File: src/rtl/assert_macros.svh
// Assertion macros for the RTL of the parse stack.
`ifndef ASSERT_MACROS_SVH
`define ASSERT_MACROS_SVH
`ifndef ASSERT_OFF
`define PSP_ASSERT(lbl, clk, rst_n, prop, msg) \
  lbl: assert property (@(posedge clk) disable iff (!rst_n) prop) else $error(msg);
`define PSP_NEVER(lbl, clk, rst_n, cond, msg) \
  lbl: assert property (@(posedge clk) disable iff (!rst_n) !(cond)) else $error(msg);
`else
`define PSP_ASSERT(lbl, clk, rst_n, prop, msg)
`define PSP_NEVER(lbl, clk, rst_n, cond, msg)
`endif
`endif

File: src/rtl/pps_pkg.sv
// Types and constants of the precedence parse stack.
`timescale 1ns / 1ps
package pps_pkg;
  localparam int unsigned DEPTH   = 64;
  localparam int unsigned FILL_W  = $clog2(DEPTH + 1);
  localparam int unsigned MAX_POP = 8;
  localparam int unsigned SPAN    = MAX_POP + 1;

  typedef enum logic [1:0] {
    K_TOKEN  = 2'd0,
    K_EXP    = 2'd1,
    K_HANDLE = 2'd2,
    K_END    = 2'd3
  } kind_e;

  typedef enum logic [2:0] {
    M_PUSH   = 3'd0,
    M_ADDH   = 3'd1,
    M_REDUCE = 3'd2,
    M_TOP    = 3'd3,
    M_FINAL  = 3'd4,
    M_CLEAR  = 3'd5
  } mode_e;

  typedef enum logic [1:0] {
    ST_OK  = 2'd0,
    ST_SYN = 2'd1,
    ST_OVF = 2'd2
  } status_e;

  typedef enum logic [1:0] {
    OP_HOLD,
    OP_PUSH,
    OP_POP,
    OP_INSERT
  } cell_op_e;

  typedef struct packed {
    kind_e       kind;
    logic [5:0]  tok;
    logic [15:0] item_ref;
  } entry_t;

  // Running result of the topmost-token search down the chain
  typedef struct packed {
    logic       mark;
    kind_e      kind;
    logic [5:0] tok;
  } link_t;
endpackage

File: src/rtl/pps_if.sv
// Handshake interfaces for the input items and the result items.
`timescale 1ns / 1ps
interface pps_in_if;
  logic        valid;
  logic        ready;
  logic [2:0]  mode;
  logic [1:0]  entry_kind;
  logic [5:0]  token_kind;
  logic [15:0] item_ref;
  modport source (output valid, mode, entry_kind, token_kind, item_ref, input ready);
  modport sink (input valid, mode, entry_kind, token_kind, item_ref, output ready);
endinterface

interface pps_out_if;
  logic        valid;
  logic        ready;
  logic [1:0]  status;
  logic [1:0]  out_kind;
  logic [5:0]  out_token_kind;
  logic [15:0] out_ref;
  logic        hit_end;
  logic        is_empty;
  logic [3:0]  moved_count;
  logic        final_item;
  modport source (output valid, status, out_kind, out_token_kind, out_ref, hit_end,
                  is_empty, moved_count, final_item, input ready);
  modport sink (input valid, status, out_kind, out_token_kind, out_ref, hit_end,
                is_empty, moved_count, final_item, output ready);
endinterface

File: src/rtl/pps_cell.sv
// One stack cell: holds an entry and passes the token search to the cell below.
`timescale 1ns / 1ps
module pps_cell (
  input  logic             clk_i,
  input  logic             rst_ni,
  input  pps_pkg::cell_op_e op_i,
  input  logic             valid_i,
  input  pps_pkg::entry_t  above_i,
  input  pps_pkg::entry_t  below_i,
  input  pps_pkg::link_t   link_i,
  output pps_pkg::entry_t  entry_o,
  output pps_pkg::link_t   link_o
);
  import pps_pkg::*;

  entry_t entry_q, entry_d;
  link_t  link_q, link_d;
  logic   stop;

  // Token or end marker held here
  assign stop = valid_i && (entry_q.kind == K_TOKEN || entry_q.kind == K_END);

  // Select the next entry
  always_comb begin
    entry_d = entry_q;
    case (op_i)
      OP_PUSH:   entry_d = above_i;
      OP_POP:    entry_d = below_i;
      OP_INSERT: begin
        if (link_i.mark) begin
          entry_d = above_i;
        end else if (stop) begin
          entry_d = '{kind: K_HANDLE, tok: '0, item_ref: '0};
        end
      end
      default:   entry_d = entry_q;
    endcase
  end

  // Advance the search one cell per cycle
  always_comb begin
    if (link_i.mark) begin
      link_d = link_i;
    end else begin
      link_d = '{mark: stop, kind: entry_q.kind, tok: entry_q.tok};
    end
  end

  always_ff @(posedge clk_i) begin
    entry_q <= entry_d;
  end

  always_ff @(posedge clk_i or negedge rst_ni) begin
    if (!rst_ni) begin
      link_q <= '{mark: 1'b0, kind: K_TOKEN, tok: '0};
    end else begin
      link_q <= link_d;
    end
  end

  assign entry_o = entry_q;
  assign link_o  = link_q;
endmodule

File: src/rtl/precedence_parse_stack.sv
// Push, clear and final-result query: executed in S_EXEC, result then registered.
// Top-token query and handle insertion wait until the cell chain has settled
// after the last stack change (the search moves one cell per cycle).
// Reduce: one result per cycle unless the output stalls, then S_DROP drops the handle.
// One item at a time. Reset empties the stack and sets max_reduce to 3.
`timescale 1ns / 1ps
`include "assert_macros.svh"
module precedence_parse_stack (
  input  logic       clk_i,
  input  logic       rst_ni,
  input  logic       cfg_we_i,
  input  logic [3:0] cfg_wdata_i,
  pps_in_if.sink     req_i,
  pps_out_if.source  rsp_o
);
  import pps_pkg::*;

  typedef enum logic [1:0] {S_IDLE, S_EXEC, S_EMIT, S_DROP} state_e;

  state_e            state_q;
  mode_e             mode_q;
  entry_t            new_q;
  logic [FILL_W-1:0] fill_q, fill_d;
  logic [FILL_W-1:0] settle_q;
  logic [3:0]        maxr_q, rem_q, cnt_q;
  logic              out_vq;
  logic [1:0]        o_status, o_kind;
  logic [5:0]        o_tok;
  logic [15:0]       o_ref;
  logic              o_end, o_empty, o_fin;
  logic [3:0]        o_cnt;

  entry_t   entries [DEPTH];
  link_t    links [DEPTH];
  cell_op_e op;
  entry_t   above0;

  logic       can_put, settled, full, load, chg;
  logic [3:0] lim, h_pos;
  logic       h_found;
  state_e     state_d;
  logic [3:0] rem_d, cnt_d;
  logic [1:0] r_status, r_kind;
  logic [5:0] r_tok;
  logic [15:0] r_ref;
  logic       r_end, r_empty, r_fin;
  logic [3:0] r_cnt;

  // Row of cells, top of stack in cell zero
  assign above0 = (op == OP_INSERT) ? '{kind: K_HANDLE, tok: '0, item_ref: '0} : new_q;

  for (genvar g = 0; g < DEPTH; g++) begin : g_cell
    entry_t above, below;
    link_t  lin;
    logic   vld;
    if (g == 0) begin : g_top
      assign above = above0;
      assign lin   = '{mark: 1'b0, kind: K_TOKEN, tok: '0};
    end else begin : g_mid
      assign above = entries[g-1];
      assign lin   = links[g-1];
    end
    if (g == DEPTH - 1) begin : g_bot
      assign below = '{kind: K_TOKEN, tok: '0, item_ref: '0};
    end else begin : g_nbot
      assign below = entries[g+1];
    end
    assign vld = FILL_W'(g) < fill_q;
    pps_cell u_cell (
      .clk_i   (clk_i),
      .rst_ni  (rst_ni),
      .op_i    (op),
      .valid_i (vld),
      .above_i (above),
      .below_i (below),
      .link_i  (lin),
      .entry_o (entries[g]),
      .link_o  (links[g])
    );
  end

  assign can_put = !out_vq || rsp_o.ready;
  assign settled = settle_q == FILL_W'(DEPTH);
  assign full    = fill_q == FILL_W'(DEPTH);
  assign lim     = (maxr_q > 4'(MAX_POP)) ? 4'(MAX_POP) : maxr_q;

  // Find the topmost handle within reach of one reduce
  always_comb begin
    h_found = 1'b0;
    h_pos   = '0;
    for (int j = 0; j < SPAN && j < DEPTH; j++) begin
      if (!h_found && 4'(j) <= lim && FILL_W'(j) < fill_q &&
          entries[j].kind == K_HANDLE) begin
        h_found = 1'b1;
        h_pos   = 4'(j);
      end
    end
  end

  // Sequence one item
  always_comb begin
    state_d  = state_q;
    op       = OP_HOLD;
    fill_d   = fill_q;
    load     = 1'b0;
    rem_d    = rem_q;
    cnt_d    = cnt_q;
    r_status = ST_OK;
    r_kind   = '0;
    r_tok    = '0;
    r_ref    = '0;
    r_end    = 1'b0;
    r_empty  = 1'b0;
    r_cnt    = '0;
    r_fin    = 1'b1;
    case (state_q)
      S_IDLE: begin
        if (req_i.valid) begin
          state_d = S_EXEC;
        end
      end
      S_EXEC: begin
        if (can_put && (settled || !(mode_q == M_ADDH || mode_q == M_TOP))) begin
          load    = 1'b1;
          state_d = S_IDLE;
          case (mode_q)
            M_PUSH: begin
              if (full) begin
                r_status = ST_OVF;
              end else begin
                op     = OP_PUSH;
                fill_d = fill_q + 1'b1;
              end
            end
            M_ADDH: begin
              if (full) begin
                r_status = ST_OVF;
              end else if (!links[DEPTH-1].mark) begin
                r_status = ST_SYN;
              end else begin
                op     = OP_INSERT;
                fill_d = fill_q + 1'b1;
              end
            end
            M_REDUCE: begin
              if (!h_found) begin
                r_status = ST_SYN;
              end else if (h_pos == '0) begin
                op     = OP_POP;
                fill_d = fill_q - 1'b1;
              end else begin
                load    = 1'b0;
                rem_d   = h_pos;
                cnt_d   = h_pos;
                state_d = S_EMIT;
              end
            end
            M_TOP: begin
              if (!links[DEPTH-1].mark || links[DEPTH-1].kind == K_END) begin
                r_end = 1'b1;
              end else begin
                r_tok = links[DEPTH-1].tok;
              end
            end
            M_FINAL: begin
              r_empty = fill_q == FILL_W'(2) && entries[0].kind == K_EXP &&
                        entries[1].kind == K_END;
              if (fill_q != FILL_W'(2) || entries[0].kind != K_EXP) begin
                r_status = ST_SYN;
              end else begin
                r_kind = K_EXP;
                r_ref  = entries[0].item_ref;
              end
            end
            M_CLEAR: fill_d = '0;
            default: r_status = ST_OK;
          endcase
        end
      end
      S_EMIT: begin
        if (can_put) begin
          load   = 1'b1;
          r_kind = entries[0].kind;
          r_tok  = entries[0].tok;
          r_ref  = entries[0].item_ref;
          r_cnt  = cnt_q;
          r_fin  = rem_q == 4'd1;
          op     = OP_POP;
          fill_d = fill_q - 1'b1;
          rem_d  = rem_q - 1'b1;
          if (rem_q == 4'd1) begin
            state_d = S_DROP;
          end
        end
      end
      S_DROP: begin
        op      = OP_POP;
        fill_d  = fill_q - 1'b1;
        state_d = S_IDLE;
      end
      default: state_d = S_IDLE;
    endcase
  end

  assign chg = (op != OP_HOLD) || (fill_d != fill_q);

  // Hold state, item, level and the result register
  always_ff @(posedge clk_i or negedge rst_ni) begin
    if (!rst_ni) begin
      state_q  <= S_IDLE;
      mode_q   <= M_PUSH;
      fill_q   <= '0;
      settle_q <= '0;
      maxr_q   <= 4'd3;
      rem_q    <= '0;
      cnt_q    <= '0;
      out_vq   <= 1'b0;
    end else begin
      state_q <= state_d;
      fill_q  <= fill_d;
      rem_q   <= rem_d;
      cnt_q   <= cnt_d;
      if (cfg_we_i) begin
        maxr_q <= cfg_wdata_i;
      end
      if (chg) begin
        settle_q <= '0;
      end else if (!settled) begin
        settle_q <= settle_q + 1'b1;
      end
      if (state_q == S_IDLE && req_i.valid) begin
        mode_q <= mode_e'(req_i.mode);
      end
      if (load) begin
        out_vq <= 1'b1;
      end else if (rsp_o.ready) begin
        out_vq <= 1'b0;
      end
    end
  end

  // Latch the pushed entry and the result payload
  always_ff @(posedge clk_i) begin
    if (state_q == S_IDLE && req_i.valid) begin
      case (kind_e'(req_i.entry_kind))
        K_TOKEN: new_q <= '{kind: K_TOKEN, tok: req_i.token_kind, item_ref: req_i.item_ref};
        K_EXP:   new_q <= '{kind: K_EXP, tok: '0, item_ref: req_i.item_ref};
        default: new_q <= '{kind: kind_e'(req_i.entry_kind), tok: '0, item_ref: '0};
      endcase
    end
    if (load) begin
      o_status <= r_status;
      o_kind   <= r_kind;
      o_tok    <= r_tok;
      o_ref    <= r_ref;
      o_end    <= r_end;
      o_empty  <= r_empty;
      o_cnt    <= r_cnt;
      o_fin    <= r_fin;
    end
  end

  assign req_i.ready          = state_q == S_IDLE;
  assign rsp_o.valid          = out_vq;
  assign rsp_o.status         = o_status;
  assign rsp_o.out_kind       = o_kind;
  assign rsp_o.out_token_kind = o_tok;
  assign rsp_o.out_ref        = o_ref;
  assign rsp_o.hit_end        = o_end;
  assign rsp_o.is_empty       = o_empty;
  assign rsp_o.moved_count    = o_cnt;
  assign rsp_o.final_item     = o_fin;

  `PSP_NEVER(a_fill_bound, clk_i, rst_ni, fill_q > FILL_W'(DEPTH), "fill level above depth")
  `PSP_ASSERT(a_accept_exec, clk_i, rst_ni, req_i.valid && req_i.ready |=> state_q == S_EXEC, "accepted item not executed")
  `PSP_NEVER(a_emit_rem, clk_i, rst_ni, state_q == S_EMIT && rem_q == '0, "reduce emit with nothing left")
endmodule

File: src/flat_wrapper.sv
// flat-port wrapper written by rule: the top's interface ports become plain ports
module precedence_parse_stack_flat import pps_pkg::*;
  (clk_i, rst_ni, cfg_we_i, cfg_wdata_i, req_i_valid, req_i_mode, req_i_entry_kind, req_i_token_kind, req_i_item_ref, req_i_ready, rsp_o_valid, rsp_o_status, rsp_o_out_kind, rsp_o_out_token_kind, rsp_o_out_ref, rsp_o_hit_end, rsp_o_is_empty, rsp_o_moved_count, rsp_o_final_item, rsp_o_ready);
  pps_in_if req_i_i ();
  pps_out_if rsp_o_i ();
  input  logic clk_i;
  input  logic rst_ni;
  input  logic cfg_we_i;
  input  logic [3:0] cfg_wdata_i;
  input wire logic [$bits(req_i_i.valid)-1:0] req_i_valid;
  input wire logic [$bits(req_i_i.mode)-1:0] req_i_mode;
  input wire logic [$bits(req_i_i.entry_kind)-1:0] req_i_entry_kind;
  input wire logic [$bits(req_i_i.token_kind)-1:0] req_i_token_kind;
  input wire logic [$bits(req_i_i.item_ref)-1:0] req_i_item_ref;
  output wire logic [$bits(req_i_i.ready)-1:0] req_i_ready;
  output wire logic [$bits(rsp_o_i.valid)-1:0] rsp_o_valid;
  output wire logic [$bits(rsp_o_i.status)-1:0] rsp_o_status;
  output wire logic [$bits(rsp_o_i.out_kind)-1:0] rsp_o_out_kind;
  output wire logic [$bits(rsp_o_i.out_token_kind)-1:0] rsp_o_out_token_kind;
  output wire logic [$bits(rsp_o_i.out_ref)-1:0] rsp_o_out_ref;
  output wire logic [$bits(rsp_o_i.hit_end)-1:0] rsp_o_hit_end;
  output wire logic [$bits(rsp_o_i.is_empty)-1:0] rsp_o_is_empty;
  output wire logic [$bits(rsp_o_i.moved_count)-1:0] rsp_o_moved_count;
  output wire logic [$bits(rsp_o_i.final_item)-1:0] rsp_o_final_item;
  input wire logic [$bits(rsp_o_i.ready)-1:0] rsp_o_ready;
  assign req_i_i.valid = req_i_valid;
  assign req_i_i.mode = req_i_mode;
  assign req_i_i.entry_kind = req_i_entry_kind;
  assign req_i_i.token_kind = req_i_token_kind;
  assign req_i_i.item_ref = req_i_item_ref;
  assign req_i_ready = req_i_i.ready;
  assign rsp_o_valid = rsp_o_i.valid;
  assign rsp_o_status = rsp_o_i.status;
  assign rsp_o_out_kind = rsp_o_i.out_kind;
  assign rsp_o_out_token_kind = rsp_o_i.out_token_kind;
  assign rsp_o_out_ref = rsp_o_i.out_ref;
  assign rsp_o_hit_end = rsp_o_i.hit_end;
  assign rsp_o_is_empty = rsp_o_i.is_empty;
  assign rsp_o_moved_count = rsp_o_i.moved_count;
  assign rsp_o_final_item = rsp_o_i.final_item;
  assign rsp_o_i.ready = rsp_o_ready;
  precedence_parse_stack u_core (.clk_i(clk_i), .rst_ni(rst_ni), .cfg_we_i(cfg_we_i), .cfg_wdata_i(cfg_wdata_i), .req_i(req_i_i), .rsp_o(rsp_o_i));
endmodule
File: config.mk
export PLATFORM = sky130hd
export DESIGN_NAME = precedence_parse_stack_flat
export DESIGN_NICKNAME = d
export VERILOG_FILES = /design/src/rtl/pps_pkg.sv /design/src/rtl/pps_if.sv /design/src/rtl/pps_cell.sv /design/src/rtl/precedence_parse_stack.sv /design/src/flat_wrapper.sv
export VERILOG_INCLUDE_DIRS = /design/src /design/src/rtl
export SDC_FILE = /design/constraint.sdc
export NUM_CORES = 2
export LEC_CHECK = 0
export CAP_MARGIN = 5
export CORE_MARGIN = 10
export CORE_UTILIZATION = 25
export DETAILED_ROUTE_END_ITERATION = 10
export DONT_BUFFER_PORTS = 1
export HOLD_SLACK_MARGIN = 0.12
export MAX_ROUTING_LAYER = met4
export PLACE_DENSITY_LB_ADDON = 0.1
export RECOVER_POWER = 100
export SLEW_MARGIN = 40
export SYNTH_ARGS = -nofsm -noshare
export SYNTH_HDL_FRONTEND = slang
export SYNTH_HIERARCHICAL = 1
export SYNTH_SLANG_ARGS = --single-unit
File: constraint.sdc
create_clock -name clk_i -period 16 [get_ports clk_i]
set_clock_uncertainty 0.05 [all_clocks]
set_input_delay 1.6 -clock clk_i [delete_from_list [all_inputs] [get_ports clk_i]]
set_output_delay 1.6 -clock clk_i [all_outputs]
set_load 0.03 [all_outputs]
Word-level counts from Yosys, hierarchy flattened:

Cells that the tools add are included.

* register bits after elaboration: 2201
* output and inout port bits: 35
* word-level logic and storage cells: 1303

* $add $sub $neg: 4
* $lt $le $gt $ge: 74
* equality and inequality tests: 166
* muxes and demuxes: 337
* bitwise logic cells: 1
* reductions and logical operators: 318

Operator list (count)
* 24-bit case mux with 3 select lines: 64
* 24-bit 2-to-1 mux: 127
* 9-bit 2-to-1 mux: 63
* 6-bit by 7-bit < comparator with 1-bit output, first input constant: 32
* 3-bit != test, second input constant: 63
* 2-bit equality test, second input constant: 78
* 2-bit zero test: 66
* 2-bit AND reduction: 66
* 5-bit by 7-bit < comparator with 1-bit output, first input constant: 16
* 1-bit logical AND: 94
* 1-bit logical OR: 70
* 16-bit 2-to-1 mux: 4
* 7-bit 2-to-1 mux: 9
* 4-bit by 7-bit < comparator with 1-bit output, first input constant: 8
* 4-bit 2-to-1 mux: 13
* 24-bit case mux with 2 select lines: 1
* 2-bit 2-to-1 mux: 18
* 16-bit case mux with 2 select lines: 1
* 3-bit by 7-bit < comparator with 1-bit output, first input constant: 4
* 7-bit case mux with 4 select lines: 1
* 6-bit 2-to-1 mux: 4
* 1-bit 2-to-1 mux: 23
* 7-bit case mux with 3 select lines: 1
* 3-bit by 4-bit less-or-equal comparator with 1-bit output, first input constant: 4
* 36 further kinds: 70

Longest topological paths before layout:

* depth after elaboration: 55
* gate-level depth with buffers: 13
* mapped depth without buffers: 10

By module:

Netlist, hierarchy kept.

By module, submodules not included
* pps_cell (u_core.g_cell[0].u_cell ...): times used 63, cells an instance 132, area each 1679.1 sq um, seq. area each 945.9 sq um
* precedence_parse_stack: times used 1, cells an instance 652, area each 5936.9 sq um, seq. area each 2514.9 sq um
* pps_cell (u_core.g_cell[30].u_cell): times used 1, cells an instance 131, area each 1692.9 sq um, seq. area each 945.9 sq um

Least setup slack after synthesis:

No wires, ideal clock.

* kind: input-to-reg
* start: in rsp_o_ready
* end: reg u_core.g_cell[0].u_cell.entry_q, in the netlist u_core/g_cell[0].u_cell/entry_o[0] (enable)
* setup time: 417 ps
* arrival: 8714 ps
* data required time: 15533 ps
* setup slack: 6819 ps
* stages on the path: 6
* cells stage by stage: nand2b_1 -> a21oi_1 -> a311oi_2 -> ha_1 -> nand2_1 -> o221ai_1

* longest elaborated chain between the ends: 7
* elaborated cells on any way between the ends: 11

Ends and longest elaborated chain
* from (decl): RTL line flat_wrapper.sv:25 `input wire logic [$bits(rsp_o_i.ready)-1:0] rsp_o_ready;`
* 1-bit logical OR *: RTL line precedence_parse_stack.sv:82 `assign can_put = !out_vq || rsp_o.ready;`
* 1-bit logical AND: RTL line precedence_parse_stack.sv:123 `if (can_put && (settled || !(mode_q == M_ADDH || mode_q == M_TOP))) begin`
* 2-bit 2-to-1 mux: RTL line precedence_parse_stack.sv:123
* 2-bit case mux with 3 select lines *: RTL line precedence_parse_stack.sv:116 `case (state_q)`
* named net u_core.op[1]: RTL line precedence_parse_stack.sv:35 `cell_op_e op;`
* 2-bit equality test / 2-bit by 1-bit equality test with 1-bit output (equally long branches): RTL line pps_cell.sv:26 `case (op_i)`
* 2-bit != test (no line) / 3-bit nonzero test (equally long branches)
* 2-bit AND reduction (no line) *
* to (signal assigned): RTL line pps_cell.sv:50 `entry_q <= entry_d;`
* to (decl): RTL line pps_cell.sv:16 `entry_t entry_q, entry_d;`

The timed path passes the listed nets; every way through them passes the cells marked *.
A chain may end at the register's enable or synchronous reset.

==> metrics <==
Pwr Density 182 nW/um2; Seq pwr share 47.1%; Syn-to-layout area delta 9.57%; die height 694 um; Yosys warnings 6; worst hold margin 386 ps; CP endpoint kind register; CP required 16570 ps; crit path cell chain clkbuf_1 > nor4_4 > clkbuf_1 > a21oi_1 > nand2_1 > a311oi_1 > clkbuf_1 > clkbuf_1 > clkbuf_1 > ha_1 > buf_4 > nor2b_1 > buf_8 > o31ai_1; DP HPWL 247 mm; Post-Synthesis Mean Instance Area 12.5 um2; Setup-failing EPs final 0; synth unique cells 92; multi-input logic area 37500 um2; input/output buffers 0; Mapped Cells 9099; GRT Util Overall 13.9%; commonest cells after routing, fill and taps aside nand2_1 (1656), inv_1 (1624), edfxtp_1 (1593), o31ai_2 (799), dfrtp_1 (606); Top Family by Delay on Critical Path buffers and inverters; Initial Utilization 25.1%; Final Power 22.6 mW; number of global-route vias before repair 71683; top_reg_cell synth edfxtp_1; failing checks capacitance limit, slew limit; first-pass GRT wire length 505 mm; RSZ-0062 raised after global routing false; Seq/Total Area, Yosys 55.6%; Die ar. 481000 um2; Hold WC Path Type in -> async; worst skew pair latency 910 ps; most frequent CP cell clkbuf_1; cell internal pwr 14.9 mW; Post-synth EDFFs 1593; CTS max path bufs 4; register area 63100 um2; hold_buf cts 0; Core Area 452000 um2; Final Max Tran Viols 1026; 1st-pass router iterations 5; CTS tree yes; WL final 337 mm; number of max-cap violations 34; CTS clk-pin slew, worst paths 60 ps; Switch Pwr 7.68 mW; Clock Power Share 27.8%; Initial DRC Count 4794; PnR worst setup slack 5500 ps; Cell Area, Synth 113000 um2; routed vias/inst 4.43; Slew @ Worst Pin 5740 ps; Final Hold Fails 0; drt wl/cell 22.1 um; clock root buffer clkbuf_16; H-tree levels 5; Place WS 9490 ps; setup TNS 0 ps; # Post-CTS Setup Buffers 0; leakage power 46.0 nW; RD Place Congestion 0.794; Fillers 47165; row count 247; initial antenna violation count 9; Clock Sinks 2201; fin crit period 10500 ps; peak supply drop 0.0791 mV; fmax 95.2 MHz; nets@finish 9212; Critical Path AT 11080 ps; drt drc 0; switching share of total power 34.0%; die width 694 um; CTS Buf Count 282; critical path's slowest cell clkbuf_1; GR Overflow Total 0; via count 67485; worst path bufs/invs 7; final worst-path cycle share 65.6%; commonest non-fill, non-tap cell in the layout nand2_1; FFs w/ async S/R, synth 27.6%; proportion of layout cells with a drive suffix above 1 20.7%; largest net degree at the start of global routing 99; Crit Path Max Fanout 48; Logic pwr share 25.1%; IO Pins 71; post-route ant nets 0; CP max stage delay 2090 ps; Slew HR -283%; Crit Path Category reg -> reg; synthesis-stage register bit count 2201; status complete, but fails checks; cts repair resizes 0; crit path launch type register
-- through the flow --
stage               utilization [%]  instances  cell area [um2]
finish                         27.5      15248           124000
global route                   27.5      15247           124000
CTS                            28.4      15222           128000
detailed placement             26.4      14708           119000
global placement               26.0      14635           118000
floorplan                         -       9133           114000
-- power by group through the flow --
stage | combinational, mW | clock (mW) | sequential (mW)
final | 5.67 | 6.28 | 10.6
after floorplan | 4.54 | 0 | 9.73
after detailed placement | 6.30 | 0 | 10.7
after CTS | 6.33 | 6.52 | 10.7
after global routing | 6.24 | 6.75 | 10.9
after global placement | 6.03 | 0 | 10.8
-- registers in the layout, summed over array words and instances (netlist names), 6 cells and up, named ones only --
register                      cells
u_core/g_cell.u_cell/entry_o   1536
u_core/g_cell.u_cell/link_o     576
u_core/new_q                     24
u_core/rsp_o.out_ref             16
u_core/fill_q                     7
u_core/settle_q                   7
u_core/rsp_o.out_token_kind       6
-- layout make-up --
class,count,area share [%]
Clock buffer,422,6.52
Antenna cell,6,0.0121
Sequential cell,2201,50.7
Timing Repair Buffer,174,0.934
Inverter,1627,4.92
Clock inverter,92,0.682
Tap cell,5976,6.02
Multi-Input combinational cell,4750,30.2
-- final timing paths --
kind                                                               from                                       endpoint  slack [ps]  cells after the start
max                                          u_core/fill_q[6]$_DFF_PN0_  u_core/g_cell[7].u_cell/entry_o[12]$_DFFE_PP_        5500                     14
min reg2reg                u_core/g_cell[60].u_cell/link_o[2]$_DFF_PN0_   u_core/g_cell[61].u_cell/link_o[2]$_DFF_PN0_         420                      1
max reg2reg                                  u_core/fill_q[6]$_DFF_PN0_  u_core/g_cell[7].u_cell/entry_o[12]$_DFFE_PP_        5500                     14
min                                                              rst_ni   u_core/g_cell[22].u_cell/link_o[4]$_DFF_PN0_         390                      0
min in group clk_i         u_core/g_cell[60].u_cell/link_o[2]$_DFF_PN0_   u_core/g_cell[61].u_cell/link_o[2]$_DFF_PN0_         420                      1
max in group asynchronous                                        rst_ni   u_core/g_cell[41].u_cell/link_o[8]$_DFF_PN0_        6570                      2
-- Yosys cell counts (all sizes together), types with 3 or more instances --
master,count,share of area [%]
and2b,64,0.56
o22ai,5,0.028
edfxtp,1593,42
o31ai,1476,16
nor2,56,0.19
and3,11,0.061
a31oi,5,0.028
nand3,15,0.071
a211oi,4,0.040
o21bai,76,0.50
dfrtp,606,13
nor3b,6,0.049
o311ai,3,0.023
mux2,519,5.2
xor2,64,0.49
xnor2,7,0.054
clkbuf,158,0.52
ha,140,1.5
a21o,12,0.079
nand2b,83,0.46
nor3,16,0.075
a21oi,41,0.18
a2111oi,3,0.041
or2,10,0.055
nor4,5,0.046
a22oi,7,0.046
o41ai,3,0.023
and2,50,0.28
inv,1625,5.4
nand2,1657,5.5
o221ai,67,0.52
o2111ai,3,0.034
a311oi,3,0.034
mux2i,4,0.035
nor2b,150,1.3
or3,8,0.044
o211ai,8,0.074
buf,397,3.5
a221o,67,0.59
o21ai,41,0.18
-- cell families (layout without fill, tap and decap cells) --
family / count (synthesis) / in the layout / share of synthesized area [%]
compound gates: 1841 / 1841 / 19.0
xor+xnor: 71 / 71 / 0.548
fa+ha+maj: 140 / 140 / 1.54
buf+inv: 2182 / 2315 / 9.44
flops: 2201 / 2201 / 55.6
mux: 523 / 523 / 5.19
other cells: 1 / 41 / 0.00331
simple gates: 2140 / 2140 / 8.70
-- metal layers --
| layer | part of all wire [%] | wire length (um) | vias to the layer above | track usage [%] |
|---|---|---|---|---|
| met5 | 0 | 0 | - | - |
| met4 | 2.4 | 8070 | 0 | 3.10 |
| met3 | 4.0 | 13500 | 423 | 1.89 |
| met2 | 45 | 152000 | 1188 | 21.4 |
| met1 | 48 | 163000 | 34433 | 19.5 |
| li1 | - | - | 31441 | - |
Power figures use the tool's default switching activity.
